[config.mk]
export PLATFORM = sky130hd
export DESIGN_NAME = cabc_regs
export DESIGN_NICKNAME = d
export VERILOG_FILES = /design/src/hw/rtl/cabc_pkg.sv /design/src/hw/rtl/cabc_regs.sv
export SDC_FILE = /design/constraint.sdc
export NUM_CORES = 1
export LEC_CHECK = 0
export ABC_AREA = 1
export BUFFER_PORTS_ARGS = -buffer_cell sky130_fd_sc_hd__buf_4
export CAP_MARGIN = 20
export CORE_UTILIZATION = 30
export DETAILED_ROUTE_END_ITERATION = 8
export SLEW_MARGIN = 20
export SYNTH_ARGS = -nofsm -noshare
export SYNTH_HDL_FRONTEND = slang
export SYNTH_SLANG_ARGS = --single-unit
[constraint.sdc]
create_clock -name clk -period 0.8 [get_ports clk]
set_input_delay 0.04 -clock clk [delete_from_list [all_inputs] [get_ports clk]]
set_output_delay 0.04 -clock clk [all_outputs]
set_load 0.03 [all_outputs]
[src/hw/rtl/cabc_pkg.sv]
// Shared types and constants of the canvas compositing core.
// Used by the register block, the controller, the datapath and the top level.
`default_nettype none

package cabc_pkg;

	// Default depth of the canvas store in 32-bit words.
	localparam int unsigned CANVAS_WORDS_DEF = 524288;

	// Width of the linear store index before the depth check.
	localparam int unsigned LIN_W = 25;

	// Request kinds carried in the input tuser.
	localparam logic [1:0] REQ_BLEND = 2'd0;
	localparam logic [1:0] REQ_READ  = 2'd1;
	localparam logic [1:0] REQ_CLEAR = 2'd2;

	// Register indexes, taken from paddr[3:2].
	localparam logic [1:0] REG_LEFT   = 2'd0;
	localparam logic [1:0] REG_TOP    = 2'd1;
	localparam logic [1:0] REG_WIDTH  = 2'd2;
	localparam logic [1:0] REG_HEIGHT = 2'd3;

	// Canvas rectangle as held in the register block.
	typedef struct packed {
		logic [11:0] left;
		logic [11:0] top;
		logic [12:0] width;
		logic [12:0] height;
	} cfg_t;

	// Commands from the controller to the datapath.
	typedef struct packed {
		logic clr_step;
		logic take;
		logic locate;
		logic read;
		logic src;
		logic mix;
		logic finish;
	} cmd_t;

	// Status from the datapath to the controller.
	typedef struct packed {
		logic clr_done;
		logic is_read;
		logic out_free;
	} sts_t;

endpackage

`default_nettype wire

[src/hw/rtl/cabc_regs.sv]
// APB-style register block holding the canvas rectangle.
// Depends on cabc_pkg for the register indexes and the cfg_t type.
`default_nettype none

module cabc_regs (
	input  wire logic             clk,
	input  wire logic             arst_n,
	input  wire logic             psel,
	input  wire logic             penable,
	input  wire logic             pwrite,
	input  wire logic [3:0]       paddr,
	input  wire logic [31:0]      pwdata,
	output logic      [31:0]      prdata,
	output logic                  pready,
	output cabc_pkg::cfg_t        cfg
);
	import cabc_pkg::*;

	cfg_t cfg_q;
	logic wr_en;

	assign pready = 1'b1;
	assign wr_en  = psel & penable & pwrite;
	assign cfg    = cfg_q;

	// Register writes complete in the access phase.
	always_ff @(posedge clk or negedge arst_n) begin
		if (!arst_n) begin
			cfg_q.left   <= 12'd0;
			cfg_q.top    <= 12'd0;
			cfg_q.width  <= 13'd1;
			cfg_q.height <= 13'd1;
		end else if (wr_en) begin
			unique case (paddr[3:2])
				REG_LEFT:   cfg_q.left   <= pwdata[11:0];
				REG_TOP:    cfg_q.top    <= pwdata[11:0];
				REG_WIDTH:  cfg_q.width  <= pwdata[12:0];
				REG_HEIGHT: cfg_q.height <= pwdata[12:0];
			endcase
		end
	end

	// Read-back multiplexer, zero-extended to the bus width.
	always_comb begin
		unique case (paddr[3:2])
			REG_LEFT:   prdata = {20'd0, cfg_q.left};
			REG_TOP:    prdata = {20'd0, cfg_q.top};
			REG_WIDTH:  prdata = {19'd0, cfg_q.width};
			REG_HEIGHT: prdata = {19'd0, cfg_q.height};
		endcase
	end

endmodule

`default_nettype wire

==> flow_metrics.env, run 1 <==
export IMPL_grt_pass1_vias=2725
export IMPL_overflow=0
export IMPL_io_buffers=82
export IMPL_wl_per_cell_um=14.43
export IMPL_ys_types=17
export IMPL_die_w_um=94.65
export IMPL_maxCapViolCount=0
export IMPL_die_h_um=94.65
export IMPL_setup_viol=83
export IMPL_dr_pass1_iters=4
export IMPL_syn_inst=324
export IMPL_powerDensity_mw_per_mm2=2280
export IMPL_rows=33
export IMPL_largest_register_ff_count=50
export IMPL_critPathMaxFanout=2
export IMPL_max_freq_mhz=817.1
export IMPL_drc=0
export IMPL_core_area_mm2=0.008258
export IMPL_postLayoutCellArea_mm2=0.004867
export IMPL_placed_cell_area_mm2=0.003800
export IMPL_routed_via_density=4.397
export IMPL_grt_total_usage_pct=20.32
export IMPL_critPathKind="flop to output port"
export IMPL_yosys_area_top_type="dfrtp_1"
export IMPL_dp_cells=556
export IMPL_start_util_pct=31.18
export IMPL_drtIter0Drc=96
export IMPL_cts_buffer_depth=2
export IMPL_r2r_cells=4
export IMPL_cts_buffers_inserted=5
export IMPL_period_needed_ns=1.224
export IMPL_gp_congestion=0.7646
export IMPL_ys_ff_latch=50
export IMPL_synth_top_family_by_area="simple AND/OR/NAND/NOR gates"
export IMPL_stdcell_count=614
export IMPL_whs_ns=0.1063
export IMPL_fin_nets=549
export IMPL_violations="negative setup slack"
export IMPL_ant_nets=0
export IMPL_final_cell_mix="144 x nand2_1, 125 x buf_6, 53 x buf_4"
export IMPL_synth_area_leaders="dfrtp_1 47%, nand2_1 24%, nand3_1 7.0%"
export IMPL_grt_pass1_wl_um=13800
export IMPL_worstSetupStartpointType="flop"
export IMPL_synth_xor_area_share_pct=0
export IMPL_hpwl_um=6223
export IMPL_clock_latency_ns=0.30
export IMPL_clkTransAtPathRegs_ns=0.09
export IMPL_min_path_type="primary input to asynchronous set/reset pin"
export IMPL_synth_compound_area_share_pct=0
export IMPL_p_leak_nw=2.412
export IMPL_vias=2700
export IMPL_drive_gt1_share_pct=60.31
export IMPL_slew_viol_final=0
export IMPL_layout_commonest_cell="nand2_1"
export IMPL_synth_seq_area_share_pct=48.69
export IMPL_final_hold_violation_count=0
export IMPL_ir_worst_vdd_mv=1.471
export IMPL_clock_root_buffer="clkbuf_8"
export IMPL_areaGrowthSynthToFinish_pct=89.02
export IMPL_timing_final_ws_setup_ns=-0.4239
export IMPL_period_share_pct=153.0
export IMPL_cp_arrival_ns=1.18
export IMPL_avgSynthCellArea_um2=7.947
export IMPL_num_io_pins=124
export IMPL_synth_top_area_share_pct=46.65
export IMPL_drt_total_wl_um=8861
export IMPL_outcome="finished, violations left"
export IMPL_fp_dieArea_mm2=0.008958
export IMPL_timing_setup_tns_ns=-16.17
export IMPL_ctsHtreeMaxLevel=2
export IMPL_grt_max_degree=23
export IMPL_grt_antenna_before_repair=0
export IMPL_cts_tree="built"
export IMPL_synthesis_area_mm2=0.002575
export IMPL_rsz0062_at_grt="yes"
export IMPL_final_core_util_pct=58.94
export IMPL_critPathCaptureType="output port"
export IMPL_num_antenna_cells=0
export IMPL_yosys_area_share_simple_pct=39.16
export IMPL_synth_mux_area_share_pct=0
export IMPL_crit_required_ns=0.76
export IMPL_cts_sinks=50
export IMPL_fin_skew_ns=0
export IMPL_yosysWarnings=0
export IMPL_synthAdderAreaFrac_pct=0
[cell usage after synthesis]
cell	n
inv_4	2
nand2_2	5
buf_2	9
dfstp_2	2
conb_1	2
nand4_1	12
buf_4	22
nor2_4	5
inv_1	1
nand3_2	1
nand3_1	36
nand2_4	2
buf_6	6
inv_2	3
dfrtp_1	48
nor2_2	1
nand2_1	167
[repair_timing]
item                                    in CTS  in global routing
resized for setup                          115                 47
hold buffers                                14                  0
pin swaps                                   14                 26
endpoints found under the hold margin      100                  0
endpoints found under the setup margin      65                 81
setup buffers                               29                 15
[area by class of cell]
| type | count | area, um^2 |
|---|---|---|
| clock buffer | 6 | 82.58 |
| clock inverter | 2 | 12.51 |
| fill | 749 | 3391 |
| inverter | 6 | 27.53 |
| multi-input combinational | 249 | 1276 |
| sequential | 50 | 1311 |
| tap | 105 | 131.4 |
| timing repair buffer | 196 | 2026 |
[per-layer routing]
metal | vias to the layer above | GRT usage [%] | wire (um)
met5 | - | 0 | 0
met4 | 0 | 5.682 | 70
met3 | 5 | 3.543 | 295
met2 | 60 | 36.03 | 4623
met1 | 1289 | 25.19 | 3872
li1 | 1346 | - | -
[cell families (layout without fill, tap and decap cells)]
family	after synthesis	count (layout)
buf+inv	43	210
simple gates	229	229
flops	50	50
other cells	2	20
[worst max-delay path, cell delays in order (launching register included)]
cell and delay [ns]:
dfstp_2 0.56, nand3_2 0.06, nand4_1 0.12, buf_6 0.15
[path summary, 6_finish.rpt]
| path | endpoint | start | slack [ns] |
|---|---|---|---|
| max | prdata[0] | cfg[13] | -0.42 |
| min | cfg[25] | arst_n | 0.11 |
| max reg2reg | cfg[13] | cfg[13] | -0.13 |
| min reg2reg | cfg[25] | cfg[25] | 0.53 |
| max in group asynchronous | cfg[15] | arst_n | 0.29 |
| min in group clk | cfg[25] | paddr[2] | 0.18 |
[power breakdown]
part | switching (mW) | total (mW) | internal [mW]
sequential | 0.448 | 3.59 | 3.15
clock | 0.863 | 1.56 | 0.697
combinational | 2.92 | 5.94 | 3.02
[per-stage QoR]
step                total power, mW  setup WS [ns]
CTS                           10.78        -0.4354
detailed placement            7.796        -0.2410
floorplan                     5.847        -0.1892
global placement              7.732        -0.2237
finish                        11.10        -0.4239
global route                  11.66        -0.4814
Note: power is estimated with default switching activity, not from simulation.
==> inputs of run 2 (changes only) <==
--- a/config.mk
+++ b/config.mk
@@ -10,6 +10,8 @@
 export CAP_MARGIN = 20
 export CORE_UTILIZATION = 30
 export DETAILED_ROUTE_END_ITERATION = 8
+export PLACE_DENSITY = 0.65
+export SKIP_CTS_REPAIR_TIMING = 1
 export SLEW_MARGIN = 20
 export SYNTH_ARGS = -nofsm -noshare
 export SYNTH_HDL_FRONTEND = slang
==> flow_metrics.env, run 2 (synthesis results as in run 1) <==
export IMPL_outcome="finished, violations left"
export IMPL_violations="negative setup slack"
export IMPL_worstSetupStartpointType="flop"
export IMPL_maxCapViolCount=0
export IMPL_powerDensity_mw_per_mm2=2349
export IMPL_final_hold_violation_count=0
export IMPL_die_w_um=94.65
export IMPL_fp_dieArea_mm2=0.008958
export IMPL_critPathCaptureType="output port"
export IMPL_critPathMaxFanout=2
export IMPL_final_core_util_pct=56.08
export IMPL_clock_latency_ns=0.30
export IMPL_start_util_pct=31.18
export IMPL_cp_arrival_ns=1.18
export IMPL_routed_via_density=4.634
export IMPL_drc=0
export IMPL_cts_buffers_inserted=5
export IMPL_rows=33
export IMPL_dr_pass1_iters=4
export IMPL_ctsHtreeMaxLevel=2
export IMPL_core_area_mm2=0.008258
export IMPL_drive_gt1_share_pct=55.92
export IMPL_cts_buffer_depth=2
export IMPL_grt_antenna_before_repair=0
export IMPL_drtIter0Drc=172
export IMPL_min_path_type="primary input to flop"
export IMPL_cts_sinks=50
export IMPL_grt_total_usage_pct=18.23
export IMPL_seq_area_mm2=0.001311
export IMPL_vias=2757
export IMPL_slew_viol_final=0
export IMPL_multi_input_comb_area_mm2=0.001251
export IMPL_final_cell_mix="158 x nand2_1, 107 x buf_6, 53 x buf_4"
export IMPL_drt_total_wl_um=8746
export IMPL_grt_max_degree=51
export IMPL_timing_final_ws_setup_ns=-0.4178
export IMPL_ir_worst_vdd_mv=1.044
export IMPL_ant_nets=0
export IMPL_num_io_pins=124
export IMPL_largest_register_ff_count=50
export IMPL_period_share_pct=152.2
export IMPL_die_h_um=94.65
export IMPL_rsz0062_at_grt="yes"
export IMPL_p_leak_nw=2.296
export IMPL_grt_pass1_wl_um=12210
export IMPL_layout_commonest_cell="nand2_1"
export IMPL_gp_congestion=0.8019
export IMPL_critPathKind="flop to output port"
export IMPL_fin_skew_ns=0
export IMPL_period_needed_ns=1.218
export IMPL_power_mw=10.88
export IMPL_wl_per_cell_um=14.70
export IMPL_setup_viol=76
export IMPL_hpwl_um=5855
export IMPL_areaGrowthSynthToFinish_pct=79.83
export IMPL_overflow=0
export IMPL_grt_pass1_vias=2367
export IMPL_nFillCells=778
export IMPL_crit_required_ns=0.76
export IMPL_cts_tree="built"
export IMPL_fin_nets=530
export IMPL_num_antenna_cells=0
export IMPL_io_buffers=82
export IMPL_max_freq_mhz=821.2
export IMPL_clkTransAtPathRegs_ns=0.09
export IMPL_clock_root_buffer="clkbuf_8"
-- run 2: cell types whose count changed in the layout (fill, tap and decap cells not counted), sizes merged --
cell	previous run	this run
buf	182	163
clkinv	1	0
clkinvlp	1	0
clkbuf	6	7
bufinv	0	1
-- run 2: where the power goes --
group	switching (mW)	total, mW	internal (mW)
clock network	0.847	1.78	0.938
registers	0.480	3.63	3.15
logic	2.79	5.46	2.67
total	4.12	10.9	6.76
-- run 2: stage by stage --
step	setup WS, ns	setup TNS, ns	hold slack [ns]	cells	instance area [um^2]
5_1_grt	-0.4532	-17.38	0.1701	595	4631
6_report	-0.4178	-14.93	0.1597	595	4631
4_1_cts	-0.4356	-14.96	-0.2879	557	3841
2_1_floorplan	-0.1892	-1.351	-0.2556	342	2800
3_3_place_gp	-0.1317	-5.996	0.03569	549	3735
3_5_place_dp	-0.1539	-6.880	0.03954	549	3735
-- run 2: worst max-delay path, cell delays in order, from the launching register on --
cell and delay [ns]:
dfstp_2 0.56, nand3_2 0.08, nand4_1 0.10, buf_6 0.14
-- run 2: final timing paths --
check	from	end	slack, ns	cells after the start
max reg2reg	cfg[13]	cfg[13]	-0.12	4
min in group asynchronous	arst_n	cfg[11]	0.24	3
min	paddr[3]	cfg[25]	0.16	5
max in group asynchronous	arst_n	cfg[13]	0.25	3
max	cfg[13]	prdata[0]	-0.42	3
min reg2reg	cfg[44]	cfg[44]	0.52	2
-- run 2: area by class of cell --
cell class	count	area share, %
Clock inverter	1	0.6485
Clock buffer	7	1.648
Multi-Input combinational cell	249	27.02
Sequential cell	50	28.32
Inverter	6	0.5944
Tap cell	105	2.837
Timing Repair Buffer	177	38.94
-- run 2: per-layer routing --
metal,global-route usage (%),vias up,wire length [um]
met3,2.335,4,560
li1,-,1307,-
met5,0,-,0
met1,23.80,1338,3590
met2,31.47,108,4517
met4,5.177,0,77
==> inputs of run 3 (changes only) <==
--- a/config.mk
+++ b/config.mk
@@ -8,11 +8,13 @@
 export ABC_AREA = 1
 export BUFFER_PORTS_ARGS = -buffer_cell sky130_fd_sc_hd__buf_4
 export CAP_MARGIN = 20
-export CORE_UTILIZATION = 30
+export CORE_MARGIN = 4
+export CORE_UTILIZATION = 42
 export DETAILED_ROUTE_END_ITERATION = 8
-export PLACE_DENSITY = 0.65
+export PLACE_DENSITY = 0.84
 export SKIP_CTS_REPAIR_TIMING = 1
 export SLEW_MARGIN = 20
 export SYNTH_ARGS = -nofsm -noshare
 export SYNTH_HDL_FRONTEND = slang
 export SYNTH_SLANG_ARGS = --single-unit
+export TNS_END_PERCENT = 50
==> flow_metrics.env, run 3 (synthesis results as in run 1) <==
export IMPL_routed_via_density=5.173
export IMPL_stdcell_count=565
export IMPL_worstSetupStartpointType="flop"
export IMPL_num_io_pins=124
export IMPL_die_h_um=86.30
export IMPL_io_buffers=82
export IMPL_ant_nets=0
export IMPL_grt_max_degree=27
export IMPL_fp_dieArea_mm2=0.007448
export IMPL_ctsHtreeMaxLevel=2
export IMPL_power_mw=10.88
export IMPL_final_cell_mix="166 x nand2_1, 103 x buf_6, 57 x buf_4"
export IMPL_min_path_type="primary input to asynchronous set/reset pin"
export IMPL_dp_cells=530
export IMPL_grt_pass1_wl_um=12970
export IMPL_period_share_pct=159.2
export IMPL_cp_arrival_ns=1.23
export IMPL_critPathCaptureType="output port"
export IMPL_rsz0062_at_grt="yes"
export IMPL_clock_root_buffer="clkbuf_8"
export IMPL_fin_nets=530
export IMPL_outcome="finished, violations left"
export IMPL_final_hold_violation_count=0
export IMPL_rows=28
export IMPL_drc=0
export IMPL_postLayoutCellArea_mm2=0.004457
export IMPL_critPathKind="flop to output port"
export IMPL_p_leak_nw=2.317
export IMPL_cts_sinks=50
export IMPL_wl_per_cell_um=17.05
export IMPL_whs_ns=0.1180
export IMPL_largest_register_ff_count=50
export IMPL_gp_congestion=0.8398
export IMPL_drt_total_wl_um=9633
export IMPL_timing_final_ws_setup_ns=-0.4740
export IMPL_grt_antenna_before_repair=0
export IMPL_clkTransAtPathRegs_ns=0.10
export IMPL_nFillCells=385
export IMPL_drtIter0Drc=304
export IMPL_violations="negative setup slack"
export IMPL_drive_gt1_share_pct=46.12
export IMPL_final_core_util_pct=75.27
export IMPL_overflow=0
export IMPL_period_needed_ns=1.274
export IMPL_fin_skew_ns=0
export IMPL_cts_buffers_inserted=5
export IMPL_dr_pass1_iters=5
export IMPL_grt_total_usage_pct=22.36
export IMPL_vias=2923
export IMPL_slew_viol_final=0
export IMPL_placed_cell_area_mm2=0.003712
export IMPL_cts_buffer_depth=2
export IMPL_cts_tree="built"
export IMPL_core_area_mm2=0.005921
export IMPL_clock_latency_ns=0.31
export IMPL_timing_setup_tns_ns=-16.03
export IMPL_layout_commonest_cell="nand2_1"
export IMPL_die_w_um=86.30
export IMPL_num_antenna_cells=0
export IMPL_crit_required_ns=0.76
export IMPL_areaGrowthSynthToFinish_pct=73.08
export IMPL_setup_viol=72
export IMPL_start_util_pct=43.49
export IMPL_hpwl_um=6167
export IMPL_maxCapViolCount=0
export IMPL_critPathMaxFanout=2
export IMPL_ir_worst_vdd_mv=1.429
export IMPL_max_freq_mhz=785.0
export IMPL_powerDensity_mw_per_mm2=2441
export IMPL_grt_pass1_vias=2739
export IMPL_pre_cts_slack_ns=-0.1574
run 3: metal layers:
metal	wire length, um	vias up	global-route usage (%)
met5	0	-	0
met4	208	0	7.082
met3	905	28	5.513
met2	4930	194	38.47
met1	3589	1389	27.70
li1	-	1312	-
run 3: final cells by class:
| cell class | count | area (um^2) | share of cell area (%) |
|---|---|---|---|
| timing repair buffer | 177 | 1788 | 40.12 |
| sequential | 50 | 1279 | 28.69 |
| multi-input combinational | 249 | 1151 | 25.83 |
| tap | 75 | 93.84 | 2.106 |
| clock buffer | 5 | 68.82 | 1.544 |
| clock inverter | 3 | 48.80 | 1.095 |
| inverter | 6 | 27.53 | 0.6176 |
run 3: path summary, 6_finish.rpt:
path                            startpoint         to  slack, ns  depth (start not counted)
worst max-delay path               cfg[31]  prdata[5]      -0.47                          3
worst min-delay path                arst_n    cfg[23]       0.12                          2
worst max register to register     cfg[41]    cfg[41]      -0.10                          4
worst min register to register     cfg[49]    cfg[49]       0.53                          2
max in group asynchronous           arst_n     cfg[2]       0.26                          3
min in group clk                  paddr[3]     cfg[0]       0.28                          6
run 3: power by group:
| part | internal, mW | leakage [nW] | switching, mW |
|---|---|---|---|
| clock | 0.954 | 0.0563 | 0.938 |
| sequential | 3.10 | 0.605 | 0.489 |
| combinational | 2.57 | 1.66 | 2.83 |
run 3: critical path, stage by stage, from the launching register on:
cell and delay, ns:
dfrtp_1 0.40, nand3_1 0.12, nand4_1 0.20, buf_6 0.20
