### config.mk
export PLATFORM = sky130hd
export DESIGN_NAME = cabc_ctrl
export DESIGN_NICKNAME = d
export VERILOG_FILES = /design/src/hw/rtl/cabc_pkg.sv /design/src/hw/rtl/cabc_ctrl.sv
export SDC_FILE = /design/constraint.sdc
export NUM_CORES = 1
export LEC_CHECK = 0
export BUFFER_PORTS_ARGS = -buffer_cell sky130_fd_sc_hd__buf_2
export CAP_MARGIN = 0
export CORE_AREA = 2 2 39 41
export DETAILED_ROUTE_END_ITERATION = 8
export DIE_AREA = 0 0 41 43
export REMOVE_ABC_BUFFERS = 1
export SKIP_CTS_REPAIR_TIMING = 1
export SLEW_MARGIN = 20
export SYNTH_ARGS = -nofsm -noshare
export SYNTH_HDL_FRONTEND = slang
export SYNTH_SLANG_ARGS = --single-unit
### constraint.sdc
create_clock -name clk -period 2.85 [get_ports clk]
set_input_delay 0.1425 -clock clk [delete_from_list [all_inputs] [get_ports clk]]
set_output_delay 0.1425 -clock clk [all_outputs]
set_load 0.01 [all_outputs]
### src/hw/rtl/cabc_pkg.sv
// Shared types and constants of the canvas compositing core.
// Used by the register block, the controller, the datapath and the top level.
`default_nettype none

package cabc_pkg;

	// Default depth of the canvas store in 32-bit words.
	localparam int unsigned CANVAS_WORDS_DEF = 524288;

	// Width of the linear store index before the depth check.
	localparam int unsigned LIN_W = 25;

	// Request kinds carried in the input tuser.
	localparam logic [1:0] REQ_BLEND = 2'd0;
	localparam logic [1:0] REQ_READ  = 2'd1;
	localparam logic [1:0] REQ_CLEAR = 2'd2;

	// Register indexes, taken from paddr[3:2].
	localparam logic [1:0] REG_LEFT   = 2'd0;
	localparam logic [1:0] REG_TOP    = 2'd1;
	localparam logic [1:0] REG_WIDTH  = 2'd2;
	localparam logic [1:0] REG_HEIGHT = 2'd3;

	// Canvas rectangle as held in the register block.
	typedef struct packed {
		logic [11:0] left;
		logic [11:0] top;
		logic [12:0] width;
		logic [12:0] height;
	} cfg_t;

	// Commands from the controller to the datapath.
	typedef struct packed {
		logic clr_step;
		logic take;
		logic locate;
		logic read;
		logic src;
		logic mix;
		logic finish;
	} cmd_t;

	// Status from the datapath to the controller.
	typedef struct packed {
		logic clr_done;
		logic is_read;
		logic out_free;
	} sts_t;

endpackage

`default_nettype wire

### src/hw/rtl/cabc_ctrl.sv
// Controller of the canvas compositing core: clearing pass and item sequence.
// Depends on cabc_pkg for the command and status types.
`default_nettype none

module cabc_ctrl (
	input  wire logic             clk,
	input  wire logic             arst_n,
	input  wire logic             s_tvalid,
	output logic                  s_tready,
	output cabc_pkg::cmd_t        cmd,
	input  wire cabc_pkg::sts_t   sts
);
	import cabc_pkg::*;

	typedef enum logic [2:0] {
		ST_CLEAR,
		ST_IDLE,
		ST_LOC,
		ST_RD,
		ST_SRC,
		ST_MIX,
		ST_FIN
	} state_t;

	state_t state_q;
	logic   rdy_q;
	logic   fin_go;

	// A read waits in the final step until the output register is free.
	assign fin_go = ~sts.is_read | sts.out_free;

	// State and registered ready.
	always_ff @(posedge clk or negedge arst_n) begin
		if (!arst_n) begin
			state_q <= ST_CLEAR;
			rdy_q   <= 1'b0;
		end else begin
			unique case (state_q)
				ST_CLEAR: begin
					if (sts.clr_done) begin
						state_q <= ST_IDLE;
						rdy_q   <= 1'b1;
					end
				end
				ST_IDLE: begin
					if (s_tvalid && rdy_q) begin
						state_q <= ST_LOC;
						rdy_q   <= 1'b0;
					end
				end
				ST_LOC: state_q <= ST_RD;
				ST_RD:  state_q <= ST_SRC;
				ST_SRC: state_q <= ST_MIX;
				ST_MIX: state_q <= ST_FIN;
				ST_FIN: begin
					if (fin_go) begin
						state_q <= ST_IDLE;
						rdy_q   <= 1'b1;
					end
				end
				default: begin
					state_q <= ST_CLEAR;
					rdy_q   <= 1'b0;
				end
			endcase
		end
	end

	// Command decode.
	always_comb begin
		cmd          = '0;
		cmd.clr_step = (state_q == ST_CLEAR);
		cmd.take     = (state_q == ST_IDLE) && rdy_q && s_tvalid;
		cmd.locate   = (state_q == ST_LOC);
		cmd.read     = (state_q == ST_RD);
		cmd.src      = (state_q == ST_SRC);
		cmd.mix      = (state_q == ST_MIX);
		cmd.finish   = (state_q == ST_FIN) && fin_go;
	end

	assign s_tready = rdy_q;

endmodule

`default_nettype wire

==> flow_metrics.py, run 1 <==
metrics = {
    "sta": {
        "slew_violations": 0,
        "post-route-min-period_ns": 1.61,
        "fmax_mhz": 622,
        "hold_viol_final": 0,
        "finalCritPeriodShare_pct": 56.4,
        "grt_setup_unrepaired": "no",
        "max-slew-margin-rel_pct": 76.4,
        "worst_slew_pin_slew_ns": 0.355,
        "final.setup.tns_ns": 0,
        "fin_hold_ws_ns": 0.247,
        "finalSetupViolCount": 0,
        "fin_worst_skew_ns": 0.000638,
    },
    "synthesis": {
        "yosys_warnings": 0,
        "synth_area_um2": 300,
        "yosys.cell_types.count": 24,
        "syn-instance-count": 34,
        "ys_seq_area_share_pct": 33.3,
        "netlist.area_leader.share_pct": 33.3,
        "yosysTopAreaCell": "dfrtp_1",
        "synth_area_leaders": "dfrtp_1, nand2b_1, nor3b_1, buf_6, nand2_1",
        "avgSynthCellArea_um2": 8.83,
        "ys_ff_latch": 4,
    },
    "setup_path": {
        "cp.buffers_inverters": 2,
        "path_max_fanout": 11,
        "cp_top_family": "simple AND/OR/NAND/NOR gates",
        "worstSetupPathType": "reg2out",
        "max_stage_delay_ns": 0.47,
        "critical-path-slowest-cell": "dfrtp_1",
        "cp.arrival_ns": 1.47,
        "critPathRequiredTime_ns": 2.71,
        "crit_path_end_kind": "output port",
        "cp-start-kind": "flip-flop",
        "crit_chain": "nand2b_1 > or3b_4 > inv_1 > buf_2",
    },
    "clock_network": {
        "cts_made_buffers": 3,
        "worst_skew_pair.late_latency_ns": 0.23,
        "htree_num_levels": 1,
        "path_clk_slew_ns": 0.04,
        "cts_buffer_depth": 2,
        "cts_root_buf": "clkbuf_4",
        "cts_tree": "yes",
        "cts.sinks": 4,
    },
    "final_layout": {
        "fin_area_um2": 394,
        "syn_to_final_growth_pct": 31.3,
        "drive_above_1_share_pct": 43.8,
        "diodes": 0,
        "fillers": 164,
        "final_net_count": 56,
    },
    "drt": {
        "drc": 0,
        "first_iter_violations": 3,
        "firstDrtPassIters": 2,
        "wirelength_um": 656,
        "viasPerCell": 4.48,
        "wl_per_cell_um": 10.3,
        "ant_nets": 0,
        "routed-via-count": 287,
    },
    "global_routing": {
        "grt.overflow.total": 0,
        "grt_use_total_pct": 9.35,
        "grt_max_degree": 13,
        "grt_pass1_wl_um": 1080,
        "first_global_vias": 278,
        "antenna_found_initial": 0,
    },
    "pwr": {
        "total_power_w": 0.000399,
        "powerDensity_mw_per_mm2": 1010,
        "power_leakage_nw": 0.205,
        "peakVddDrop_mv": 0.262,
    },
    "placement": {
        "io_buffers": 13,
        "place_hpwl_um": 503,
        "globalplace.congestion": 0.695,
        "placed_area_um2": 362,
    },
    "floorplanning": {
        "pin_count": 14,
        "die_w_um": 41,
        "dieHeight_um": 43,
        "core_mm2": 0.00138,
        "die-area_mm2": 0.00176,
        "row_count": 14,
        "initial_core_util_pct": 21.7,
    },
    "outcome": {
        "run_status": "completed",
    },
    "job": {
        "cap_violations": 0,
    },
    "min_path": {
        "hp-class": "in2async",
    },
}
-- logic make-up (layout without fill, tap and decap cells) --
family	Yosys count	in the layout	synth area share (%)
flops	4	4	33.3
simple gates	17	17	37.5
buf+inv	5	19	11.2
compound gates	8	8	17.9
-- per-stage QoR --
| stage | std cells | setup slack (ns) | util (%) |
|---|---|---|---|
| finish | 64 | 1.24 | 28.5 |
| detailed placement | 60 | 1.49 | 26.1 |
| global route | 64 | 1.17 | 28.5 |
| global placement | 60 | 1.49 | 26.1 |
| CTS | 63 | 1.23 | 27.8 |
| floorplan | 31 | 1.64 | - |
-- synthesized netlist by cell type --
cell type and n:
nor3_2 1, a21oi_1 2, nor4b_1 1, and3_2 1, nor2_1 1, and3b_1 1, buf_4 1, o221ai_1 1
inv_1 1, nor3_1 1, and2_1 1, and3_1 1, nand2_1 3, nor3b_1 2, a21o_1 1, buf_2 1
nand2b_1 3, dfrtp_1 4, a21bo_2 1, o21ai_0 2, or3b_4 1, inv_4 1, buf_6 1, o21bai_1 1
-- registers in the layout, summed over array words and instances, names as in the netlist --
name      count
state_q       3
s_tready      1
-- cell type report --
type	instances	area [um^2]	area share (%)
Clock buffer	3	22.5	5.71
Tap cell	16	20.0	5.08
Inverter	2	10.0	2.54
Timing Repair Buffer	14	75.1	19.0
Sequential cell	4	100	25.4
Multi-Input combinational cell	25	166	42.2
-- where the power goes --
part	internal (W)	leakage [nW]	switching, W
registers	0.0000843	0.0475	0.0000631
clock network	0.0000470	0.0138	0.0000212
logic	0.0000983	0.144	0.0000852
-- final timing paths --
check	startpoint	to	slack, ns	depth (start not counted)
worst max register to register	state_q[0]	s_tready	1.61	3
worst min register to register	s_tready	s_tready	0.64	2
worst min-delay path	arst_n	state_q[0]	0.25	2
worst max-delay path	state_q[0]	cmd[0]	1.24	4
max in group asynchronous	arst_n	state_q[1]	2.48	2
min in group clk	sts[2]	state_q[0]	0.28	3
-- layer usage --
layer / wire, um / track usage [%] / share of wire, %
met1: 271 / 10.0 / 41
met2: 309 / 13.8 / 47
met3: 67 / 4.71 / 10
met4: 8 / 6.00 / 1.2
met5: 0 / 0 / 0
-- worst register-to-register path: cells and delay by family, from the launching register on --
kind | cells | cell delay [ns]
simple gates | 2 | 0.59
flops | 1 | 0.47
compound gates | 1 | 0.08
-- layout by cell type (no fill, tap or decap), types with 2 or more instances in the layout --
| cell | netlist | routed |
|---|---|---|
| nand2b_1 | 3 | 3 |
| nand2_1 | 3 | 3 |
| buf_2 | 1 | 13 |
| a21oi_1 | 2 | 2 |
| nor3b_1 | 2 | 2 |
| o21ai_0 | 2 | 2 |
| clkbuf_4 | 0 | 3 |
| dfrtp_1 | 4 | 4 |
No activity file was read; power rests on OpenSTA's default activity.
==> run 2: changes to the inputs <==
--- a/config.mk
+++ b/config.mk
@@ -5,6 +5,7 @@
 export SDC_FILE = /design/constraint.sdc
 export NUM_CORES = 1
 export LEC_CHECK = 0
+export ABC_AREA = 1
 export BUFFER_PORTS_ARGS = -buffer_cell sky130_fd_sc_hd__buf_2
 export CAP_MARGIN = 0
 export CORE_AREA = 2 2 39 41
==> constraint.sdc (replaced) <==
create_clock -name clk -period 1.4 [get_ports clk]
set_input_delay 0.07 -clock clk [delete_from_list [all_inputs] [get_ports clk]]
set_output_delay 0.07 -clock clk [all_outputs]
set_load 0.01 [all_outputs]
==> run 2 against run 1 <==
Effect of this change:
- sequential share of layout area is 1.0 points lower
- highest routed layer is now met3
- critical path type unchanged
- register-to-register slack worse by 1.3 ns
- sequential cell count stayed put
- total power is 130% higher
- clock-buffer cell count stayed put
- non-clock buffer count stayed put
- core utilization is 1.2 points higher
- design area is 4.1% higher
- first-iteration DRC count is 100% lower
- clock skew is 0.0035 ns higher
==> flow_metrics.py, run 2 <==
metrics = {
    "pwr": {
        "seq_power_share_pct": 27.7,
        "p_sw_share_pct": 48.0,
        "clockPowerShare_pct": 15.7,
        "peakVddDrop_mv": 0.949,
        "p_int_w": 0.000468,
        "power_leakage_nw": 0.257,
        "p_sw_w": 0.000431,
        "pwr-share-comb_pct": 56.7,
        "powerDensity_mw_per_mm2": 2190,
    },
    "drt": {
        "routed-via-count": 328,
        "wl_per_cell_um": 7.68,
        "first_iter_violations": 0,
        "firstDrtPassIters": 1,
        "drc": 0,
        "wirelength_um": 614,
        "viasPerCell": 4.10,
        "ant_nets": 0,
    },
    "sta": {
        "post-route-min-period_ns": 1.21,
        "slew_violations": 0,
        "max-slew-margin-rel_pct": 85.1,
        "fmax_mhz": 826,
        "finalSetupViolCount": 0,
        "worst_slew_pin_slew_ns": 0.224,
        "finalCritPeriodShare_pct": 86.5,
        "fin_worst_skew_ns": 0.00413,
        "hold_viol_final": 0,
        "grt_setup_unrepaired": "no",
        "final.setup.tns_ns": 0,
    },
    "floorplanning": {
        "core_mm2": 0.00138,
        "die-area_mm2": 0.00176,
        "die_w_um": 41,
        "dieHeight_um": 43,
        "pin_count": 14,
        "row_count": 14,
        "initial_core_util_pct": 21.2,
    },
    "final_layout": {
        "syn_to_final_growth_pct": 40.2,
        "regMostFlops": "state_q",
        "mostFrequentLayoutCells": "buf_2, nand2_1, inv_1, nor2_1",
        "largest_reg_flops": 3,
        "drive_above_1_share_pct": 39.1,
        "diodes": 0,
        "final_net_count": 72,
        "fin_area_um2": 410,
        "final_common_cell": "buf_2",
        "fillers": 167,
    },
    "synthesis": {
        "synth-compound-area-share_pct": 5.13,
        "synth_ff_type": "dfrtp_1",
        "async_reset_ff_share_pct": 100,
        "ys_seq_area_share_pct": 34.2,
        "ys_top_cells_by_count": "nand2_1, inv_1, nor2_1",
        "yosysMostFrequentCell": "nand2_1",
        "netlist.area_leader.share_pct": 34.2,
        "synthXorXnorAreaFrac_pct": 0,
        "ys_ff_latch": 4,
        "synthAdderAreaFrac_pct": 0,
        "synthMuxAreaShare_pct": 0,
        "synth_area_um2": 293,
        "synthSimpleGateAreaFrac_pct": 46.6,
        "syn-instance-count": 47,
        "synth_area_leaders": "dfrtp_1, nand2_1, inv_1, nor2_1, nor2_2",
        "yosysTopAreaCell": "dfrtp_1",
        "synth_top_family_by_area": "simple AND/OR/NAND/NOR gates",
        "yosys_warnings": 0,
        "avgSynthCellArea_um2": 6.23,
        "synth_edf_count": 0,
        "yosys.cell_types.count": 14,
    },
    "setup_path": {
        "cp_top_family": "flip-flops",
        "cp.buffers_inverters": 2,
        "cp-start-kind": "flip-flop",
        "crit_chain": "inv_2 > nand2_1 > nor2_1 > buf_2",
        "path_max_fanout": 7,
        "cp.arrival_ns": 1.14,
        "max_stage_delay_ns": 0.41,
        "worstSetupPathType": "reg2out",
        "critical-path-slowest-cell": "dfrtp_1",
        "critPathRequiredTime_ns": 1.33,
        "crit_path_end_kind": "output port",
    },
    "clock_network": {
        "cts_buffer_depth": 2,
        "htree_num_levels": 1,
        "cts_root_buf": "clkbuf_4",
        "worst_skew_pair.late_latency_ns": 0.23,
        "cts_made_buffers": 3,
        "cts.sinks": 4,
        "cts_tree": "yes",
        "path_clk_slew_ns": 0.04,
    },
    "global_routing": {
        "grt_pass1_wl_um": 1040,
        "antenna_found_initial": 0,
        "grt_use_total_pct": 8.68,
        "grt.overflow.total": 0,
        "grt_max_degree": 8,
        "first_global_vias": 280,
    },
    "min_path": {
        "hp-class": "in2async",
    },
    "placement": {
        "place_hpwl_um": 523,
        "io_buffers": 13,
        "placed_area_um2": 378,
        "globalplace.congestion": 0.795,
    },
    "outcome": {
        "run_status": "completed",
    },
    "job": {
        "cap_violations": 0,
    },
}
-- run 2: routing by layer --
metal / GRT usage (%) / vias to the layer above / part of all wire [%]
met1: 12.4 / 146 / 45
met3: 1.57 / 0 / 5.7
li1: - / 176 / -
met4: 6.00 / 0 / 0
met2: 11.3 / 6 / 49
met5: 0 / - / 0
-- run 2: layout make-up --
type	count	area, um^2	area share, %
Tap cell	16	20.0	4.88
Sequential cell	4	100	24.4
Clock buffer	3	22.5	5.49
Inverter	11	41.3	10.1
Multi-Input combinational cell	32	151	36.9
Timing Repair Buffer	14	75.1	18.3
-- run 2: worst paths after layout --
path / from / end / slack [ns] / cells after the start
min: arst_n / state_q[0] / 0.16 / 2
max in group asynchronous: arst_n / s_tready / 1.12 / 2
max reg2reg: state_q[1] / s_tready / 0.31 / 6
min reg2reg: s_tready / s_tready / 0.49 / 2
max: state_q[2] / cmd[3] / 0.19 / 4
min in group clk: sts[1] / state_q[1] / 0.22 / 5
-- run 2: kinds of logic after synthesis --
logic type / Yosys count
and+or+nand+nor: 29
DFF: 4
buffers and inverters: 11
AOI/OAI and AO/OA: 3
-- run 2: stage by stage --
step | power [W] | setup WS, ns | utilization, % | hold WS (ns) | std cells
final | 0.000899 | 0.189 | 29.7 | 0.164 | 80
after detailed placement | 0.000763 | 0.315 | 27.3 | -0.123 | 76
after global routing | 0.00101 | 0.0984 | 29.7 | 0.186 | 80
after floorplan | 0.000614 | 0.412 | - | -0.226 | 47
after CTS | 0.000915 | 0.185 | 28.9 | -0.376 | 79
after global placement | 0.000763 | 0.312 | 27.3 | -0.121 | 76
-- run 2: power by group through the flow --
stage               logic (W)  registers (W)  clock network, W
detailed placement   0.000513       0.000250                 0
CTS                  0.000517       0.000249          0.000150
floorplan            0.000368       0.000246                 0
finish               0.000509       0.000249          0.000141
global route         0.000596       0.000259          0.000153
global placement     0.000513       0.000250                 0
==> run 3: changes to the inputs <==
--- a/config.mk
+++ b/config.mk
@@ -5,9 +5,8 @@
 export SDC_FILE = /design/constraint.sdc
 export NUM_CORES = 1
 export LEC_CHECK = 0
-export ABC_AREA = 1
 export BUFFER_PORTS_ARGS = -buffer_cell sky130_fd_sc_hd__buf_2
-export CAP_MARGIN = 0
+export CAP_MARGIN = 20
 export CORE_AREA = 2 2 39 41
 export DETAILED_ROUTE_END_ITERATION = 8
 export DIE_AREA = 0 0 41 43
==> run 3 against run 2 <==
Effect of this change:
- non-clock buffer count up 4
- routed wire length up 14%
- fmax down 11%
- worst setup slack worse by 0.15 ns
- sequential share of layout area down 1.1 points
- global-route usage up 0.29 points
- core utilization up 2.2 points
- first-iteration DRC count up 4
- critical path type unchanged
==> flow_metrics.py, run 3 (synthesis gave the netlist of run 1 again) <==
metrics = {
    "sta": {
        "post-route-min-period_ns": 1.36,
        "hold_viol_final": 0,
        "finalSetupViolCount": 0,
        "slew_violations": 0,
        "fin_hold_ws_ns": 0.176,
        "finalCritPeriodShare_pct": 97.4,
        "worst_slew_pin_slew_ns": 0.244,
        "fin_worst_skew_ns": 0.000573,
        "max-slew-margin-rel_pct": 83.5,
        "fmax_mhz": 734,
    },
    "floorplanning": {
        "dieHeight_um": 43,
        "die-area_mm2": 0.00176,
        "row_count": 14,
        "die_w_um": 41,
        "pin_count": 14,
        "core_mm2": 0.00138,
        "initial_core_util_pct": 21.7,
    },
    "final_layout": {
        "mostFrequentLayoutCells": "buf_2, buf_4, nand2_1, clkbuf_4",
        "syn_to_final_growth_pct": 46.7,
        "final_net_count": 60,
        "regMostFlops": "state_q",
        "final_common_cell": "buf_2",
        "fin_util_pct": 31.8,
        "fin_area_um2": 440,
        "diodes": 0,
        "drive_above_1_share_pct": 55.8,
        "largest_reg_flops": 3,
    },
    "global_routing": {
        "antenna_found_initial": 0,
        "first_global_vias": 251,
        "grt.overflow.total": 0,
        "grt_use_total_pct": 8.97,
        "grt_max_degree": 11,
        "grt_pass1_wl_um": 1010,
    },
    "clock_network": {
        "cts_made_buffers": 3,
        "cts_buffer_depth": 2,
        "htree_num_levels": 1,
        "cts_tree": "yes",
        "cts.sinks": 4,
        "path_clk_slew_ns": 0.04,
        "worst_skew_pair.late_latency_ns": 0.23,
        "cts_root_buf": "clkbuf_4",
    },
    "drt": {
        "drc": 0,
        "wl_per_cell_um": 10.3,
        "routed-via-count": 297,
        "ant_nets": 0,
        "wirelength_um": 698,
        "first_iter_violations": 4,
        "viasPerCell": 4.37,
        "firstDrtPassIters": 2,
    },
    "min_path": {
        "hp-class": "in2async",
    },
    "placement": {
        "globalplace.congestion": 0.710,
        "io_buffers": 13,
        "place_hpwl_um": 530,
        "placed_area_um2": 377,
    },
    "setup_path": {
        "critPathRequiredTime_ns": 1.33,
        "reg2reg_from": "state_q[2]",
        "path_max_fanout": 8,
        "worstSetupPathType": "reg2out",
        "crit_path_end_kind": "output port",
        "cp-start-kind": "flip-flop",
        "max_stage_delay_ns": 0.45,
        "crit_chain": "inv_4 > or3b_4 > inv_2 > buf_6",
        "cp.arrival_ns": 1.29,
        "rr_worst_depth": 4,
        "critical-path-slowest-cell": "dfrtp_2",
        "r2r_slack_ns": 0.29,
        "crit-reg2reg-capture": "state_q[2]",
    },
    "pwr": {
        "peakVddDrop_mv": 0.722,
        "power_leakage_nw": 0.227,
        "powerDensity_mw_per_mm2": 2090,
    },
    "outcome": {
        "run_status": "completed",
    },
    "job": {
        "cap_violations": 0,
    },
}
## run 3: report_power, final
part | switching [W] | internal [W] | leakage [nW] | total (W)
clock | 0.0000433 | 0.0000956 | 0.0138 | 0.000139
combinational | 0.000239 | 0.000281 | 0.168 | 0.000521
sequential | 0.0000846 | 0.000178 | 0.0450 | 0.000263
## run 3: worst max path at each step
stage	end	start	cells past startpoint	slack [ns]
after floorplan	cmd[0]	state_q[0]	3	0.26
after detailed placement	cmd[0]	state_q[2]	4	0.18
after CTS	cmd[0]	state_q[2]	4	-0.08
after global placement	cmd[0]	state_q[2]	4	0.20
after global routing	cmd[0]	state_q[2]	4	-0.009
final	cmd[0]	state_q[2]	4	0.04
## run 3: worst max-delay path: cells and delay by family, from the launching register on
family,cells,cell delay (ns)
buffers and inverters,3,0.20
flip-flops,1,0.45
AND/OR/NAND/NOR,1,0.40
## run 3: layer usage
layer / wire length, um / up-vias / track usage (%)
met3: 49 / 0 / 6.28
li1: - / 154 / -
met4: 0 / 0 / 4.00
met1: 294 / 135 / 10.1
met5: 0 / - / 0
met2: 354 / 8 / 12.5
## run 3: through the flow
step | cells | setup TNS, ns | power, W | setup WS, ns
final | 68 | 0 | 0.000922 | 0.0369
after global routing | 68 | -0.00897 | 0.00101 | -0.00897
after CTS | 65 | -0.0810 | 0.000868 | -0.0810
after detailed placement | 62 | 0 | 0.000719 | 0.176
after global placement | 62 | 0 | 0.000712 | 0.200
after floorplan | 31 | 0 | 0.000532 | 0.258
## run 3: area by class of cell
type                       instances  area, um^2
fill                             157         943
clock buffer                       3        22.5
multi-input combinational         25         174
timing repair buffer              18         111
inverter                           2        10.0
tap                               16        20.0
sequential                         4         103
